## config.mk

```make
export PLATFORM = sky130hd
export DESIGN_NAME = graph_m_coloring_backtrack
export DESIGN_NICKNAME = d
export VERILOG_FILES = /design/src/design/gmc_pkg.sv /design/src/design/graph_m_coloring_backtrack.sv /design/src/design/gmc_ram.sv /design/src/design/gmc_seq.sv /design/src/design/gmc_dp.sv
export SDC_FILE = /design/constraint.sdc
export NUM_CORES = 1
export LEC_CHECK = 0
export BUFFER_PORTS_ARGS = -buffer_cell sky130_fd_sc_hd__clkbuf_2
export CORE_MARGIN = 5
export CORE_UTILIZATION = 30
export CTS_BUF_LIST = sky130_fd_sc_hd__clkbuf_8
export DETAILED_ROUTE_END_ITERATION = 7
export GPL_TIMING_DRIVEN = 0
export MAX_ROUTING_LAYER = met4
export PLACE_DENSITY_LB_ADDON = 0.25
export SLEW_MARGIN = 20
export SYNTH_ARGS = -nofsm -noshare
export SYNTH_HDL_FRONTEND = slang
export SYNTH_HIERARCHICAL = 1
export SYNTH_SLANG_ARGS = --single-unit
```

## constraint.sdc

```tcl
create_clock -name aclk -period 10.7 [get_ports aclk]
set_input_delay 0.535 -clock aclk [delete_from_list [all_inputs] [get_ports aclk]]
set_output_delay 0.535 -clock aclk [all_outputs]
set_load 0.005 [all_outputs]
```

## src/design/gmc_pkg.sv

```systemverilog
// types, constants and microcode table shared by the graph coloring block
package gmc_pkg;

    localparam int ROW_W    = 16;
    localparam int VERTEX_W = 4;
    localparam int COLOR_W  = 5;
    localparam int NCOLORS  = 16;
    localparam int CFG_W    = 5;
    localparam int APB_AW   = 3;
    localparam int APB_DW   = 32;

    typedef struct packed {
        logic                op;
        logic [VERTEX_W-1:0] row_index;
        logic [ROW_W-1:0]    row_bits;
    } gmc_in_t;

    typedef struct packed {
        logic                found;
        logic [VERTEX_W-1:0] vertex;
        logic [COLOR_W-1:0]  color;
        logic                last;
    } gmc_out_t;

    typedef enum logic {
        OP_LOAD  = 1'b0,
        OP_SOLVE = 1'b1
    } op_t;

    typedef enum logic {
        REG_VERTEX_COUNT = 1'b0,
        REG_COLOR_COUNT  = 1'b1
    } reg_idx_t;

    typedef enum logic [3:0] {
        ST_IDLE,
        ST_START,
        ST_ROW,
        ST_ROWW,
        ST_CRD,
        ST_CACC,
        ST_PICK,
        ST_FIT,
        ST_NOFIT,
        ST_BACK,
        ST_BACK2,
        ST_OUT,
        ST_ORD,
        ST_OEMIT,
        ST_ONEXT,
        ST_FAIL
    } step_t;

    typedef enum logic [1:0] {D_HOLD, D_ZERO, D_INC, D_DEC} d_op_t;
    typedef enum logic [1:0] {UI_HOLD, UI_ZERO, UI_INC} u_op_t;
    typedef enum logic [1:0] {M_HOLD, M_CLR, M_ACC} m_op_t;
    typedef enum logic [1:0] {CS_HOLD, CS_ONE, CS_NEXT} cs_op_t;
    typedef enum logic {CR_U, CR_D} cr_sel_t;
    typedef enum logic [1:0] {OUT_NONE, OUT_COLOR, OUT_FAIL} out_op_t;

    typedef enum logic [3:0] {
        C_TRUE,
        C_SOLVE,
        C_U_EQ_D,
        C_U1_EQ_D,
        C_NOFIT,
        C_D1_EQ_N,
        C_D_ZERO,
        C_OUT_BUSY,
        C_U1_EQ_N
    } cond_t;

    typedef struct packed {
        logic    s_rdy;
        d_op_t   d_op;
        u_op_t   u_op;
        m_op_t   m_op;
        cs_op_t  cs_op;
        logic    row_ld;
        cr_sel_t cr_sel;
        logic    col_we;
        out_op_t out_op;
        cond_t   cond;
        step_t   t_true;
        step_t   t_false;
    } ctrl_t;

    typedef struct packed {
        logic solve_go;
        logic u_eq_d;
        logic u1_eq_d;
        logic nofit;
        logic d1_eq_n;
        logic d_zero;
        logic out_busy;
        logic u1_eq_n;
    } status_t;

    function automatic ctrl_t ucode(step_t s);
        ctrl_t w;
        w.s_rdy   = 1'b0;
        w.d_op    = D_HOLD;
        w.u_op    = UI_HOLD;
        w.m_op    = M_HOLD;
        w.cs_op   = CS_HOLD;
        w.row_ld  = 1'b0;
        w.cr_sel  = CR_U;
        w.col_we  = 1'b0;
        w.out_op  = OUT_NONE;
        w.cond    = C_TRUE;
        w.t_true  = ST_IDLE;
        w.t_false = ST_IDLE;
        unique case (s)
            ST_IDLE: begin
                w.s_rdy   = 1'b1;
                w.cond    = C_SOLVE;
                w.t_true  = ST_START;
                w.t_false = ST_IDLE;
            end
            ST_START: begin
                w.d_op   = D_ZERO;
                w.cs_op  = CS_ONE;
                w.t_true = ST_ROW;
            end
            ST_ROW: begin
                w.u_op   = UI_ZERO;
                w.m_op   = M_CLR;
                w.t_true = ST_ROWW;
            end
            ST_ROWW: begin
                w.row_ld  = 1'b1;
                w.cond    = C_U_EQ_D;
                w.t_true  = ST_PICK;
                w.t_false = ST_CRD;
            end
            ST_CRD: begin
                w.cr_sel = CR_U;
                w.t_true = ST_CACC;
            end
            ST_CACC: begin
                w.m_op    = M_ACC;
                w.u_op    = UI_INC;
                w.cond    = C_U1_EQ_D;
                w.t_true  = ST_PICK;
                w.t_false = ST_CRD;
            end
            ST_PICK: begin
                w.cond    = C_NOFIT;
                w.t_true  = ST_NOFIT;
                w.t_false = ST_FIT;
            end
            ST_FIT: begin
                w.col_we  = 1'b1;
                w.d_op    = D_INC;
                w.cs_op   = CS_ONE;
                w.cond    = C_D1_EQ_N;
                w.t_true  = ST_OUT;
                w.t_false = ST_ROW;
            end
            ST_NOFIT: begin
                w.d_op    = D_DEC;
                w.cond    = C_D_ZERO;
                w.t_true  = ST_FAIL;
                w.t_false = ST_BACK;
            end
            ST_BACK: begin
                w.cr_sel = CR_D;
                w.t_true = ST_BACK2;
            end
            ST_BACK2: begin
                w.cs_op  = CS_NEXT;
                w.t_true = ST_ROW;
            end
            ST_OUT: begin
                w.u_op   = UI_ZERO;
                w.t_true = ST_ORD;
            end
            ST_ORD: begin
                w.cr_sel = CR_U;
                w.t_true = ST_OEMIT;
            end
            ST_OEMIT: begin
                w.cr_sel  = CR_U;
                w.out_op  = OUT_COLOR;
                w.cond    = C_OUT_BUSY;
                w.t_true  = ST_OEMIT;
                w.t_false = ST_ONEXT;
            end
            ST_ONEXT: begin
                w.u_op    = UI_INC;
                w.cond    = C_U1_EQ_N;
                w.t_true  = ST_IDLE;
                w.t_false = ST_ORD;
            end
            ST_FAIL: begin
                w.out_op  = OUT_FAIL;
                w.cond    = C_OUT_BUSY;
                w.t_true  = ST_FAIL;
                w.t_false = ST_IDLE;
            end
        endcase
        return w;
    endfunction

endpackage

```

## src/design/graph_m_coloring_backtrack.sv

```systemverilog
// top level of the graph m-coloring backtracking search block
//
//   channel  direction  handshake        payload
//   s_       in         s_valid/s_ready  gmc_in_t  (op, row_index, row_bits)
//   m_       out        m_valid/m_ready  gmc_out_t (found, vertex, color, last)
//   apb      in         psel/penable     vertex_count at 0x0, color_count at 0x4
//
// a load item is taken in the idle step
// a solve item walks the microcode: each vertex visit reads the color memory once per
// earlier vertex, a backtrack adds steps BACK and BACK2, each result ORD, OEMIT, ONEXT
// total solve time is data dependent and can grow exponentially with vertex count
// reset returns the sequencer to idle and the counts to 1 and 3; rows stay unwritten
// m_ready low holds the sequencer in its emit or fail step; s_ready is high only in idle
module graph_m_coloring_backtrack
    import gmc_pkg::*;
#(
    parameter int MAX_VERTICES = 16
) (
    input  logic              aclk,
    input  logic              aresetn,
    input  logic              s_valid,
    output logic              s_ready,
    input  gmc_in_t           s_data,
    output logic              m_valid,
    input  logic              m_ready,
    output gmc_out_t          m_data,
    input  logic              psel,
    input  logic              penable,
    input  logic              pwrite,
    input  logic [APB_AW-1:0] paddr,
    input  logic [APB_DW-1:0] pwdata,
    output logic [APB_DW-1:0] prdata,
    output logic              pready
);

    localparam int VLIMIT = (MAX_VERTICES < ROW_W) ? MAX_VERTICES : ROW_W;
    localparam int CW     = $clog2(VLIMIT + 1);
    localparam logic [CFG_W-1:0] VL_C = CFG_W'(VLIMIT);

    logic [CFG_W-1:0] vc_reg, vc_next;
    logic [CFG_W-1:0] cc_reg, cc_next;
    logic             cfg_wr;
    reg_idx_t         cfg_idx;
    logic [CW-1:0]    n;
    ctrl_t            ctrl;
    status_t          status;

    assign pready  = 1'b1;
    assign cfg_wr  = psel & penable & pwrite;
    assign cfg_idx = reg_idx_t'(paddr[2]);

    always_comb begin
        vc_next = vc_reg;
        cc_next = cc_reg;
        if (cfg_wr) begin
            unique case (cfg_idx)
                REG_VERTEX_COUNT: vc_next = pwdata[CFG_W-1:0];
                REG_COLOR_COUNT:  cc_next = pwdata[CFG_W-1:0];
            endcase
        end
        unique case (cfg_idx)
            REG_VERTEX_COUNT: prdata = APB_DW'(vc_reg);
            REG_COLOR_COUNT:  prdata = APB_DW'(cc_reg);
        endcase
    end

    always_ff @(posedge aclk) begin
        if (!aresetn) begin
            vc_reg <= CFG_W'(1);
            cc_reg <= CFG_W'(3);
        end else begin
            vc_reg <= vc_next;
            cc_reg <= cc_next;
        end
    end

    // zero acts as one, large counts saturate
    always_comb begin
        if (vc_reg == '0) begin
            n = CW'(1);
        end else if (vc_reg > VL_C) begin
            n = CW'(VLIMIT);
        end else begin
            n = CW'(vc_reg);
        end
    end

    gmc_seq u_seq (
        .aclk   (aclk),
        .aresetn(aresetn),
        .status (status),
        .ctrl   (ctrl)
    );

    gmc_dp #(
        .VLIMIT(VLIMIT)
    ) u_dp (
        .aclk   (aclk),
        .aresetn(aresetn),
        .ctrl   (ctrl),
        .status (status),
        .n      (n),
        .cc     (cc_reg),
        .s_valid(s_valid),
        .s_ready(s_ready),
        .s_data (s_data),
        .m_valid(m_valid),
        .m_ready(m_ready),
        .m_data (m_data)
    );

endmodule

```

## src/design/gmc_ram.sv

```systemverilog
// generic one-write one-read memory with registered read data
module gmc_ram #(
    parameter int WIDTH = 16,
    parameter int DEPTH = 16
) (
    input  logic                     aclk,
    input  logic                     we,
    input  logic [$clog2(DEPTH)-1:0] waddr,
    input  logic [WIDTH-1:0]         wdata,
    input  logic [$clog2(DEPTH)-1:0] raddr,
    output logic [WIDTH-1:0]         rdata
);

    logic [WIDTH-1:0] mem [DEPTH];

    always_ff @(posedge aclk) begin
        if (we) begin
            mem[waddr] <= wdata;
        end
        rdata <= mem[raddr];
    end

endmodule

```

## src/design/gmc_seq.sv

```systemverilog
// microcode sequencer: step counter, control word lookup and conditional jumps
module gmc_seq
    import gmc_pkg::*;
(
    input  logic    aclk,
    input  logic    aresetn,
    input  status_t status,
    output ctrl_t   ctrl
);

    step_t upc_reg;
    step_t upc_next;
    ctrl_t word;
    logic  taken;

    always_comb begin
        word = ucode(upc_reg);
        unique case (word.cond)
            C_TRUE:     taken = 1'b1;
            C_SOLVE:    taken = status.solve_go;
            C_U_EQ_D:   taken = status.u_eq_d;
            C_U1_EQ_D:  taken = status.u1_eq_d;
            C_NOFIT:    taken = status.nofit;
            C_D1_EQ_N:  taken = status.d1_eq_n;
            C_D_ZERO:   taken = status.d_zero;
            C_OUT_BUSY: taken = status.out_busy;
            C_U1_EQ_N:  taken = status.u1_eq_n;
            default:    taken = 1'b1;
        endcase
        upc_next = taken ? word.t_true : word.t_false;
    end

    always_comb begin
        ctrl = ucode(upc_reg);
    end

    always_ff @(posedge aclk) begin
        if (!aresetn) begin
            upc_reg <= ST_IDLE;
        end else begin
            upc_reg <= upc_next;
        end
    end

endmodule

```

## src/design/gmc_dp.sv

```systemverilog
// datapath: row and color memories, search counters, color pick and output register
module gmc_dp
    import gmc_pkg::*;
#(
    parameter int VLIMIT = 16
) (
    input  logic                         aclk,
    input  logic                         aresetn,
    input  ctrl_t                        ctrl,
    output status_t                      status,
    input  logic [$clog2(VLIMIT+1)-1:0]  n,
    input  logic [CFG_W-1:0]             cc,
    input  logic                         s_valid,
    output logic                         s_ready,
    input  gmc_in_t                      s_data,
    output logic                         m_valid,
    input  logic                         m_ready,
    output gmc_out_t                     m_data
);

    localparam int AW = $clog2(VLIMIT);
    localparam int CW = $clog2(VLIMIT + 1);
    localparam int MW = NCOLORS + 1;
    localparam logic [VERTEX_W:0] VL_V = (VERTEX_W + 1)'(VLIMIT);

    logic [CW-1:0]      d_reg, d_next;
    logic [CW-1:0]      u_reg, u_next;
    logic [COLOR_W-1:0] cs_reg, cs_next;
    logic [VLIMIT-1:0]  row_reg, row_next;
    logic [MW-1:0]      mask_reg, mask_next;
    gmc_out_t           out_reg, out_next;
    logic               out_valid_reg, out_valid_next;

    logic               s_fire;
    logic               adj_we;
    logic [ROW_W-1:0]   adj_rdata;
    logic [COLOR_W-1:0] col_rdata;
    logic [AW-1:0]      col_raddr;
    logic [MW-1:0]      avail;
    logic [COLOR_W-1:0] pick;
    logic               out_busy;
    logic               out_load;

    assign s_ready = ctrl.s_rdy;
    assign s_fire  = s_valid & ctrl.s_rdy;
    assign adj_we  = s_fire && (s_data.op == OP_LOAD) && ({1'b0, s_data.row_index} < VL_V);

    gmc_ram #(
        .WIDTH(ROW_W),
        .DEPTH(VLIMIT)
    ) u_adj_ram (
        .aclk (aclk),
        .we   (adj_we),
        .waddr(AW'(s_data.row_index)),
        .wdata(s_data.row_bits),
        .raddr(d_reg[AW-1:0]),
        .rdata(adj_rdata)
    );

    assign col_raddr = (ctrl.cr_sel == CR_D) ? d_reg[AW-1:0] : u_reg[AW-1:0];

    gmc_ram #(
        .WIDTH(COLOR_W),
        .DEPTH(VLIMIT)
    ) u_col_ram (
        .aclk (aclk),
        .we   (ctrl.col_we),
        .waddr(d_reg[AW-1:0]),
        .wdata(pick),
        .raddr(col_raddr),
        .rdata(col_rdata)
    );

    // colors from cs up to cc (and at most NCOLORS) that no earlier neighbor holds
    always_comb begin
        for (int i = 0; i < MW; i++) begin
            avail[i] = (i != 0) && !mask_reg[i] && (COLOR_W'(i) >= cs_reg)
                       && (COLOR_W'(i) <= cc);
        end
        pick = '0;
        for (int i = MW - 1; i > 0; i--) begin
            if (avail[i]) begin
                pick = COLOR_W'(i);
            end
        end
    end

    assign out_busy = out_valid_reg & ~m_ready;
    assign out_load = (ctrl.out_op != OUT_NONE) && !out_busy;

    always_comb begin
        status.solve_go = s_fire && (s_data.op == OP_SOLVE);
        status.u_eq_d   = (u_reg == d_reg);
        status.u1_eq_d  = (CW'(u_reg + 1'b1) == d_reg);
        status.nofit    = (avail == '0);
        status.d1_eq_n  = (CW'(d_reg + 1'b1) == n);
        status.d_zero   = (d_reg == '0);
        status.out_busy = out_busy;
        status.u1_eq_n  = (CW'(u_reg + 1'b1) == n);
    end

    always_comb begin
        unique case (ctrl.d_op)
            D_HOLD: d_next = d_reg;
            D_ZERO: d_next = '0;
            D_INC:  d_next = d_reg + 1'b1;
            D_DEC:  d_next = d_reg - 1'b1;
        endcase

        unique case (ctrl.u_op)
            UI_ZERO: u_next = '0;
            UI_INC:  u_next = u_reg + 1'b1;
            default: u_next = u_reg;
        endcase

        unique case (ctrl.m_op)
            M_CLR: mask_next = '0;
            M_ACC: begin
                if (row_reg[u_reg[AW-1:0]]) begin
                    mask_next = mask_reg | (MW'(1) << col_rdata);
                end else begin
                    mask_next = mask_reg;
                end
            end
            default: mask_next = mask_reg;
        endcase

        unique case (ctrl.cs_op)
            CS_ONE:  cs_next = COLOR_W'(1);
            CS_NEXT: cs_next = col_rdata + 1'b1;
            default: cs_next = cs_reg;
        endcase

        row_next = ctrl.row_ld ? adj_rdata[VLIMIT-1:0] : row_reg;
    end

    always_comb begin
        out_next = out_reg;
        if (out_load) begin
            unique case (ctrl.out_op)
                OUT_COLOR: begin
                    out_next.found  = 1'b1;
                    out_next.vertex = VERTEX_W'(u_reg);
                    out_next.color  = col_rdata;
                    out_next.last   = status.u1_eq_n;
                end
                OUT_FAIL: begin
                    out_next.found  = 1'b0;
                    out_next.vertex = '0;
                    out_next.color  = '0;
                    out_next.last   = 1'b1;
                end
                default: out_next = out_reg;
            endcase
        end
        if (out_load) begin
            out_valid_next = 1'b1;
        end else if (m_ready) begin
            out_valid_next = 1'b0;
        end else begin
            out_valid_next = out_valid_reg;
        end
    end

    always_ff @(posedge aclk) begin
        if (!aresetn) begin
            out_valid_reg <= 1'b0;
        end else begin
            out_valid_reg <= out_valid_next;
        end
    end

    always_ff @(posedge aclk) begin
        d_reg    <= d_next;
        u_reg    <= u_next;
        cs_reg   <= cs_next;
        row_reg  <= row_next;
        mask_reg <= mask_next;
        out_reg  <= out_next;
    end

    assign m_valid = out_valid_reg;
    assign m_data  = out_reg;

    a_fit_in_range: assert property (@(posedge aclk) disable iff (!aresetn)
        ctrl.col_we |-> (pick != '0) && (pick <= cc) && (d_reg < n))
        else $error("color write outside the allowed range");

    a_scan_below_depth: assert property (@(posedge aclk) disable iff (!aresetn)
        (ctrl.m_op == M_ACC) |-> (u_reg < d_reg))
        else $error("neighbor scan past the current vertex");

    a_fail_item: assert property (@(posedge aclk) disable iff (!aresetn)
        (out_load && (ctrl.out_op == OUT_FAIL))
        |=> (out_valid_reg && !out_reg.found && out_reg.last))
        else $error("failure item malformed");

endmodule
```

==> results.json, run 1 <==
{
  "firstDrtPassIters": 5,
  "synthCells": 1107,
  "largest_register_ff_count": 256,
  "worst_hold_path_type": "in -> reg",
  "fill_cells": 5779,
  "detailed_place_hpwl_um": 27890,
  "worst_ep_required_time_ns": 11.02,
  "regArea_sq_um": 12550,
  "path_max_fanout": 10,
  "cts_root_buffer": "clkbuf_8",
  "worstPathBufferInverterCount": 3,
  "initial_core_util": 0.3028,
  "min_period_ns": 3.399,
  "floorplan.die.height_um": 256.8,
  "detail_route.vias_per_cell": 4.782,
  "worstPathArrival_ns": 3.72,
  "post-route-cell-area_sq_um": 21270,
  "fin_setup_tns_ns": 0,
  "grt_antenna_before_repair": 2,
  "routed_wirelength_um": 42580,
  "maxClockFrequency_mhz": 294.2,
  "setup_violations": 0,
  "largestRegisters": "u_dp/u_adj_ram/mem x256, u_dp/u_col_ram/mem x80",
  "number_of_global_route_vias_before_repair": 10300,
  "clock_tree.buffer_depth": 3,
  "synth_area_per_cell_sq_um": 16.51,
  "finalPower_mw": 3.937,
  "hold_viol_final": 0,
  "core.rowCount": 90,
  "critical_path.top_delay_family": "simple AND/OR/NAND/NOR gates",
  "overflow": 0,
  "io-pin-count": 109,
  "status": "complete, no violations",
  "drive_gt1_frac": 0.2637,
  "syn_area_sq_um": 18280,
  "setup_repair_after_global_routing_missed_its_margin": "false",
  "crit_path_max_incr_delay_ns": 0.72,
  "slew_viol_final": 0,
  "layout-area-overhead-vs-synth_pct": 16.38,
  "finalCoreUtilization": 0.3524,
  "post_cts_hold_buffer_count": 0,
  "cellPowerDensity_nw_per_um2": 185.1,
  "grt_start_max_net_pins": 17,
  "avgRoutedWirePerCell_um": 20.14,
  "clock_sinks": 430,
  "cts.clk_slew.worst_paths_ns": 0.06,
  "cts_resized": 0,
  "post_cts.repair.setup_buffers": 0,
  "timing.final.crit_share": 0.3177,
  "tritoncts_clock_tree": "built",
  "critPathSlowestCell": "nor3_2",
  "drv.max_cap_violation_count": 0,
  "criticalPathCategory": "reg -> reg",
  "nets": 1350,
  "start_kind": "flip-flop",
  "power.leakage_nw": 7.238,
  "cp_cell_sequence": "buf_4, buf_4, nor4_1, nand2_1, nor2_1, nand3b_1, nor3_2, buf_4",
  "crit_path_end_kind": "flip-flop",
  "numCtsBuffers": 74,
  "worst-slew-pin-transition_ns": 0.9467,
  "critical-path-top-cell-by-count": "buf_4",
  "placeableCoreArea_sq_um": 60360,
  "die_w_um": 256.8,
  "ys.warnings.count": 6,
  "multi_input_area_sq_um": 5305,
  "largest-register": "u_dp/u_adj_ram/mem",
  "vdd_drop_max_mv": 0.09684,
  "cts.htree.levels": 3,
  "insertion_delay_ns": 0.64,
  "dr_total_vias": 10110,
  "initialDrtViolationCount": 635,
  "dpl_cell_area_sq_um": 19860,
  "grtUsageTotal": 0.1313,
  "relSlewSlack": 0.3689,
  "final.setup_skew_ns": 0.03723,
  "post-route-drc-count": 0,
  "final_antenna_net_count": 0,
  "dieArea_sq_um": 65970,
  "port_buffer_count": 50,
  "routabilityCongestion": 0.8100,
  "grt_pass1_wl_um": 64390
}
-- metal layers --
layer	routed length, um	GRT usage	vias up
li1	-	-	4622
met1	18540	0.1691	5149
met2	21020	0.2114	272
met3	2078	0.02804	66
met4	937	0.03788	0
met5	0	-	-
-- where the power goes --
| part | internal [mW] | leakage [nW] | switching (mW) |
|---|---|---|---|
| sequential | 1.92 | 3.86 | 0.0383 |
| combinational | 0.230 | 2.58 | 0.330 |
| clock | 0.745 | 0.793 | 0.671 |
| total | 2.90 | 7.24 | 1.04 |
-- final cells by class --
type | count | share of cell area
timing repair buffer | 64 | 0.01706
inverter | 19 | 0.003353
buffer | 91 | 0.02782
clock inverter | 54 | 0.01447
multi-input combinational | 593 | 0.2494
antenna | 1 | 0.0001176
tap | 782 | 0.04599
clock buffer | 80 | 0.05176
sequential | 430 | 0.5900
-- through the flow --
step	hold slack [ns]	setup slack, ns	instances
6_report	0.1489	7.301	2114
5_1_grt	0.1244	7.085	2114
4_1_cts	0.07905	7.266	2113
3_5_place_dp	0.3895	7.322	1979
3_3_place_gp	0.3869	5.420	1965
2_1_floorplan	0.3855	7.372	1133
-- layout by cell type, fill, tap and decap left out, types with 8 or more instances in the layout --
cell type / instances
a21oi_1: 25
a22oi_1: 41
and2_1: 14
buf_2: 11
buf_4: 53
buf_6: 13
clkbuf_1: 24
clkbuf_2: 50
clkbuf_8: 80
clkinv_1: 21
clkinv_2: 8
conb_1: 28
dfxtp_1: 36
edfxtp_1: 394
ha_1: 14
inv_1: 37
mux2_2: 8
mux2i_1: 16
mux4_1: 10
mux4_2: 79
nand2_1: 63
nand2b_1: 14
nand3_1: 24
nor2_1: 59
nor2_4: 12
nor2b_1: 26
nor3_1: 18
o21ai_0: 10
or2_2: 8
xnor2_1: 20
xor2_1: 13
-- tightest hold or removal path, delay by kind of cell --
family	cells	cell delay, ns
multiplexers	1	0.06
AND/OR/NAND/NOR	1	0.05
buffers and inverters	1	0.09
-- final timing paths --
path                                    from                                  to  slack (ns)  cells past startpoint
max              u_seq/upc_reg[1]$_SDFF_PN0_  u_dp/u_adj_ram/mem[8][2]$_DFFE_PP_        7.30                      8
min                                pwdata[1]              vc_reg[1]$_SDFFE_PN0P_        0.15                      3
max reg2reg      u_seq/upc_reg[1]$_SDFF_PN0_  u_dp/u_adj_ram/mem[8][2]$_DFFE_PP_        7.30                      8
min reg2reg  u_dp/u_adj_ram/rdata[6]$_DFF_P_           u_dp/row_reg[6]$_DFFE_PP_        0.40                      0
Note: power is estimated with default switching activity, not from simulation.
==> run 2: changes to the inputs <==
--- a/config.mk
+++ b/config.mk
@@ -5,6 +5,7 @@
 export SDC_FILE = /design/constraint.sdc
 export NUM_CORES = 1
 export LEC_CHECK = 0
+export ABC_AREA = 1
 export BUFFER_PORTS_ARGS = -buffer_cell sky130_fd_sc_hd__clkbuf_2
 export CORE_MARGIN = 5
 export CORE_UTILIZATION = 30
==> constraint.sdc (replaced) <==
create_clock -name aclk -period 2.75 [get_ports aclk]
set_input_delay 0.1375 -clock aclk [delete_from_list [all_inputs] [get_ports aclk]]
set_output_delay 0.1375 -clock aclk [all_outputs]
set_load 0.005 [all_outputs]
==> run 2 against run 1 <==
  * Worst setup slack lost 7.2 ns
  * Critical path type unchanged
  * Synthesized area up 9.6%
  * Combinational power rose to 12 times the previous value
  * Critical endpoint is now u_dp/u_adj_ram/mem[10][9]$_DFFE_PP_
  * Die area up 9.2%
  * Final area up 12%
  * Core utilization rose by 0.75 points
  * First-iteration DRC count rose by 40%
  * Power rose to 5.1 times the previous value
  * Largest power group unchanged
  * Sequential power grew to 4.1 times the previous value
  * Maximum frequency up 26%
==> results.json, run 2 <==
{
  "setup_violations": 0,
  "avgRoutedWirePerCell_um": 16.89,
  "cellPowerDensity_nw_per_um2": 842.6,
  "status": "complete, no violations",
  "worst_slack_ns": 0.06175,
  "floorplan.die.height_um": 268.4,
  "worst_hold_path_type": "in -> reg",
  "clock_tree.buffer_depth": 3,
  "clock_power_share": 0.269,
  "m1WireLength_um": 23360,
  "grt_antenna_before_repair": 0,
  "cts.clk_slew.worst_paths_ns": 0.06,
  "start_kind": "flip-flop",
  "largest_register_ff_count": 256,
  "dr_total_vias": 14390,
  "routed.top_layer": "met4",
  "layout.cells.most_common": "nand2_1",
  "grt_pass1_wl_um": 83290,
  "met3RoutedLength_um": 2528,
  "die_w_um": 268.4,
  "post-route-cell-area_sq_um": 23750,
  "drive_gt1_frac": 0.1615,
  "min_period_ns": 2.688,
  "p_seq_frac": 0.400,
  "numCtsBuffers": 74,
  "clock_sinks": 430,
  "detailedPlace.worstSlack_ns": -0.5363,
  "final.setup_skew_ns": 0.04147,
  "cts.htree.levels": 3,
  "setup_repair_after_global_routing_missed_its_margin": "true",
  "timing.final.crit_share": 0.9775,
  "worst-slew-pin-transition_ns": 1.041,
  "largestRegisters": "u_dp/u_adj_ram/mem x256, u_dp/u_col_ram/mem x80",
  "hold_viol_final": 0,
  "post-route-drc-count": 0,
  "largest-register": "u_dp/u_adj_ram/mem",
  "io-pin-count": 109,
  "cts_root_buffer": "clkbuf_8",
  "synth_area_per_cell_sq_um": 9.708,
  "maxClockFrequency_mhz": 372.0,
  "diodes": 0,
  "cp_cell_sequence": "nor2_1, nand2_1, inv_1, nand2_1, nor2_4, nand3b_1, nor2_2, buf_8",
  "most-common-layout-cells": "558 x nand2_1, 394 x edfxtp_1, 350 x inv_1, 292 x nand3_1, 114 x nor2_1",
  "finalPower_mw": 20.01,
  "initialDrtViolationCount": 889,
  "power.combinational.fraction": 0.331,
  "overflow": 0,
  "routed_wirelength_um": 54120,
  "initial_core_util": 0.3037,
  "port_buffer_count": 50,
  "routabilityCongestion": 0.8410,
  "critical-path-top-cell-by-count": "nand2_1",
  "firstDrtPassIters": 5,
  "number_of_global_route_vias_before_repair": 14350,
  "crit_path_max_incr_delay_ns": 0.58,
  "critPathSlowestCell": "nor2_2",
  "detailed_place_hpwl_um": 37580,
  "tritoncts_clock_tree": "built",
  "grtUsageTotal": 0.1549,
  "placeableCoreArea_sq_um": 65980,
  "dpl_cell_area_sq_um": 21780,
  "vdd_drop_max_mv": 0.4612,
  "finalCoreUtilization": 0.3599,
  "path_max_fanout": 9,
  "grt_start_max_net_pins": 17,
  "power.leakage_nw": 10.29,
  "drv.max_cap_violation_count": 0,
  "syn_area_sq_um": 20040,
  "critical_path.top_delay_family": "simple AND/OR/NAND/NOR gates",
  "ys.warnings.count": 6,
  "layout-area-overhead-vs-synth_pct": 18.51,
  "synthCells": 2064,
  "netSwitchingFraction": 0.3767,
  "slew_viol_final": 0,
  "nets": 2359,
  "insertion_delay_ns": 0.66,
  "intPower_mw": 12.47,
  "worst_ep_required_time_ns": 3.13,
  "detail_route.vias_per_cell": 4.491,
  "fin_setup_tns_ns": 0,
  "power_switching_mw": 7.537,
  "core.rowCount": 94,
  "crit_path_end_kind": "flip-flop",
  "final_antenna_net_count": 0,
  "worstPathArrival_ns": 3.06,
  "met2_wirelength_um": 26790,
  "criticalPathCategory": "reg -> reg",
  "dieArea_sq_um": 72060,
  "relSlewSlack": 0.3031,
  "worstPathBufferInverterCount": 2
}
-- run 2: worst min-delay path: stages --
cell,delay [ns]
clkbuf_2,0.10
nand2_1,0.26
nor2_4,0.14
-- run 2: final cells by class --
cell class                      count  area (sq um)
Buffer                            107         724.4
Clock buffer                       76          1046
Clock inverter                     58         316.6
Fill cell                        6595         42230
Inverter                          359          1355
Multi-Input combinational cell   1194          5639
Sequential cell                   430         12550
Tap cell                          864          1081
Timing Repair Buffer              116          1032
-- run 2: power groups by stage --
stage	combinational [mW]	sequential, mW	clock (mW)
final	6.62	8.01	5.38
after detailed placement	6.50	8.16	0
after global routing	7.32	8.05	5.92
after global placement	6.42	8.16	0
after CTS	6.58	8.03	5.57
after floorplan	4.20	8.05	0
-- run 2: routing by layer --
layer,GRT usage,vias to the layer above
met5,-,-
met4,0.04875,0
met1,0.1907,6865
met3,0.02710,96
met2,0.2620,377
li1,-,7051
-- run 2: final timing paths --
path,to,slack [ns],from,depth (start not counted)
setup / recovery,u_dp/u_adj_ram/mem[10][9]$_DFFE_PP_,0.06,u_seq/upc_reg[1]$_SDFF_PN0_,8
hold / removal,u_dp/u_adj_ram/mem[15][15]$_DFFE_PP_,0.15,s_data[17],3
setup reg to reg,u_dp/u_adj_ram/mem[10][9]$_DFFE_PP_,0.06,u_seq/upc_reg[1]$_SDFF_PN0_,8
hold reg to reg,u_dp/row_reg[5]$_DFFE_PP_,0.39,u_dp/u_adj_ram/rdata[5]$_DFF_P_,0
-- run 2: stage by stage --
stage          instances  hold slack, ns
2_1_floorplan       2090          0.2364
3_3_place_gp        3004          0.3869
3_5_place_dp        3020          0.3854
4_1_cts             3195         0.05837
5_1_grt             3204          0.1391
6_report            3204          0.1534
-- run 2: repair_timing --
item | CTS | global route
resized for setup | 5 | 6
buffers inserted | 2 | 9
pin swaps | 2 | 3
hold buffers | 39 | 0
endpoints found under the setup margin | 256 | 130
endpoints found under the hold margin | 263 | 0
==> run 3: changes to the inputs <==
--- a/config.mk
+++ b/config.mk
@@ -6,7 +6,7 @@
 export NUM_CORES = 1
 export LEC_CHECK = 0
 export ABC_AREA = 1
-export BUFFER_PORTS_ARGS = -buffer_cell sky130_fd_sc_hd__clkbuf_2
+export BUFFER_PORTS_ARGS = -buffer_cell sky130_fd_sc_hd__buf_2
 export CORE_MARGIN = 5
 export CORE_UTILIZATION = 30
 export CTS_BUF_LIST = sky130_fd_sc_hd__clkbuf_8
==> run 3 against run 2 <==
  * Die area unchanged
  * Combinational power increased by 0.6%
  * Worst setup slack improved by 0.058 ns
  * Via count decreased by 0.47%
  * Flip-flop and latch count unchanged
  * Register-to-register slack improved by 0.06 ns
  * Clock power increased by 1%
  * Wire length decreased by 0.52%
  * Highest routed layer unchanged
==> results.json, run 3 (same netlist as run 2, synthesis figures left out) <==
{
  "die_w_um": 268.4,
  "final_antenna_net_count": 0,
  "layout.cells.most_common": "nand2_1",
  "cts.clk_slew.worst_paths_ns": 0.06,
  "slew_viol_final": 0,
  "worstPathBufferInverterCount": 2,
  "critical_path_cell_count": 8,
  "drv.max_cap_violation_count": 0,
  "reg2reg_depth": 8,
  "largestRegisters": "u_dp/u_adj_ram/mem x256, u_dp/u_col_ram/mem x80",
  "rr_endpoint": "u_dp/u_adj_ram/mem[5][9]$_DFFE_PP_",
  "dr_total_vias": 14320,
  "final.setup_skew_ns": 0.05003,
  "detail_route.vias_per_cell": 4.477,
  "power.leakage_nw": 10.22,
  "core.rowCount": 94,
  "grtUsageTotal": 0.1526,
  "io-pin-count": 109,
  "setup_repair_after_global_routing_missed_its_margin": "true",
  "layout-area-overhead-vs-synth_pct": 18.26,
  "start_kind": "flip-flop",
  "setup_violations": 0,
  "port_buffer_count": 50,
  "post-route-cell-area_sq_um": 23700,
  "clock_tree.buffer_depth": 3,
  "finalPower_mw": 20.12,
  "overflow": 0,
  "timing.final.crit_share": 0.9564,
  "grt_pass1_wl_um": 82310,
  "post-route-drc-count": 0,
  "rr_startpoint": "u_seq/upc_reg[2]$_SDFF_PN0_",
  "maxClockFrequency_mhz": 380.2,
  "path_max_fanout": 11,
  "worstPathArrival_ns": 2.97,
  "worst_ep_required_time_ns": 3.09,
  "critical_path.top_delay_family": "simple AND/OR/NAND/NOR gates",
  "nets": 2352,
  "crit_path_end_kind": "flip-flop",
  "criticalPathCategory": "reg -> reg",
  "insertion_delay_ns": 0.67,
  "cts.htree.levels": 3,
  "cp_cell_sequence": "nor2_2, nand2_1, inv_1, nand2_1, nor2_4, nand3b_1, nor2_2, buf_8",
  "reg2reg_slack_ns": 0.12,
  "number_of_global_route_vias_before_repair": 14280,
  "firstDrtPassIters": 5,
  "critPathSlowestCell": "nor2_2",
  "worst_setup_path_end": "u_dp/u_adj_ram/mem[5][9]$_DFFE_PP_",
  "floorplan.die.height_um": 268.4,
  "placeableCoreArea_sq_um": 65980,
  "largest-register": "u_dp/u_adj_ram/mem",
  "drive_gt1_frac": 0.1641,
  "dpl_cell_area_sq_um": 21760,
  "worst_hold_path_type": "in -> reg",
  "detailed_place_hpwl_um": 37300,
  "avgRoutedWirePerCell_um": 16.83,
  "hold_viol_final": 0,
  "startpoint": "u_seq/upc_reg[2]$_SDFF_PN0_",
  "most-common-layout-cells": "558 x nand2_1, 394 x edfxtp_1, 333 x inv_1, 292 x nand3_1, 114 x nor2_1",
  "min_period_ns": 2.630,
  "dieArea_sq_um": 72060,
  "grt_antenna_before_repair": 1,
  "cts_root_buffer": "clkbuf_8",
  "cellPowerDensity_nw_per_um2": 849.2,
  "grt_start_max_net_pins": 17,
  "crit_path_max_incr_delay_ns": 0.49,
  "numCtsBuffers": 73,
  "initial_core_util": 0.3037,
  "largest_register_ff_count": 256,
  "tritoncts_clock_tree": "built",
  "routed_wirelength_um": 53840,
  "clock_sinks": 430,
  "status": "complete, no violations",
  "vdd_drop_max_mv": 0.5014,
  "worst-slew-pin-transition_ns": 1.057,
  "relSlewSlack": 0.2930,
  "routabilityCongestion": 0.8486,
  "initialDrtViolationCount": 1058
}
[run 3: cell count changes in the layout (fill, tap and decap cells not counted), sizes merged]
cell / change
dlygate4sd3: -1
bufinv: -2
inv: -18
diode: +1
clkbuf: -40
buf: +45
clkinvlp: -1
clkinv: +11
[run 3: final cells by class]
type / count / area, sq um
Clock buffer: 86 / 1184
Inverter: 359 / 1355
Timing Repair Buffer: 110 / 944.7
Fill cell: 6575 / 42280
Tap cell: 864 / 1081
Antenna cell: 1 / 2.502
Sequential cell: 430 / 12550
Buffer: 107 / 724.4
Multi-Input combinational cell: 1194 / 5639
Clock inverter: 48 / 215.2
[run 3: worst min-delay path by stage]
stage | start | cells after the start | slack, ns | end
3_3_place_gp | u_dp/u_adj_ram/rdata[8]$_DFF_P_ | 0 | 0.39 | u_dp/row_reg[8]$_DFFE_PP_
3_5_place_dp | u_dp/u_adj_ram/rdata[0]$_DFF_P_ | 0 | 0.39 | u_dp/row_reg[0]$_DFFE_PP_
2_1_floorplan | s_data[0] | 0 | 0.24 | u_dp/u_adj_ram/mem[0][0]$_DFFE_PP_
6_report | s_data[16] | 3 | 0.16 | u_dp/u_adj_ram/mem[9][11]$_DFFE_PP_
5_1_grt | s_data[16] | 3 | 0.14 | u_dp/u_adj_ram/mem[9][11]$_DFFE_PP_
4_1_cts | s_data[16] | 3 | 0.11 | u_dp/u_adj_ram/mem[9][14]$_DFFE_PP_
[run 3: power by group]
part           total, mW  internal, mW  switching (mW)  leakage, nW
combinational       6.66          2.00            4.66         5.55
sequential          8.01          7.71           0.299         3.85
clock               5.46          2.85            2.60        0.814
[run 3: what timing repair did]
item / 4_1_cts / 5_1_grt
pin swaps: 1 / 0
hold buffers: 38 / 0
setup endpoints to repair: 256 / 95
endpoints found under the hold margin: 271 / 0
gates resized for setup: 5 / 5
buffers inserted: 3 / 4
[run 3: routing by layer]
layer | vias up | track usage | wire, um
li1 | 7035 | - | -
met1 | 6796 | 0.1919 | 23480
met2 | 395 | 0.2549 | 25990
met3 | 96 | 0.02683 | 2980
met4 | 0 | 0.04448 | 1393
met5 | - | - | 0
[run 3: metrics by stage]
| stage | std cells | setup TNS, ns | worst slack (ns) | utilization | hold WS [ns] |
|---|---|---|---|---|---|
| 3_3_place_gp | 3004 | -310.35 | -1.194 | 0.3254 | 0.3891 |
| 4_1_cts | 3194 | 0 | 0.01044 | 0.3580 | 0.1085 |
| 3_5_place_dp | 3019 | -89.11 | -0.6073 | 0.3298 | 0.3887 |
| 5_1_grt | 3198 | -0.9770 | -0.05079 | 0.3591 | 0.1408 |
| 2_1_floorplan | 2090 | 0 | 0.3176 | - | 0.2364 |
| 6_report | 3199 | 0 | 0.1199 | 0.3592 | 0.1606 |
[run 3: worst reg2reg max path, cell delays in order (launching register included)]
cell and delay (ns):
dfxtp_1 0.37, nor2_2 0.29, nand2_1 0.16, inv_1 0.10, nand2_1 0.10, nor2_4 0.27
nand3b_1 0.33, nor2_2 0.49, buf_8 0.23
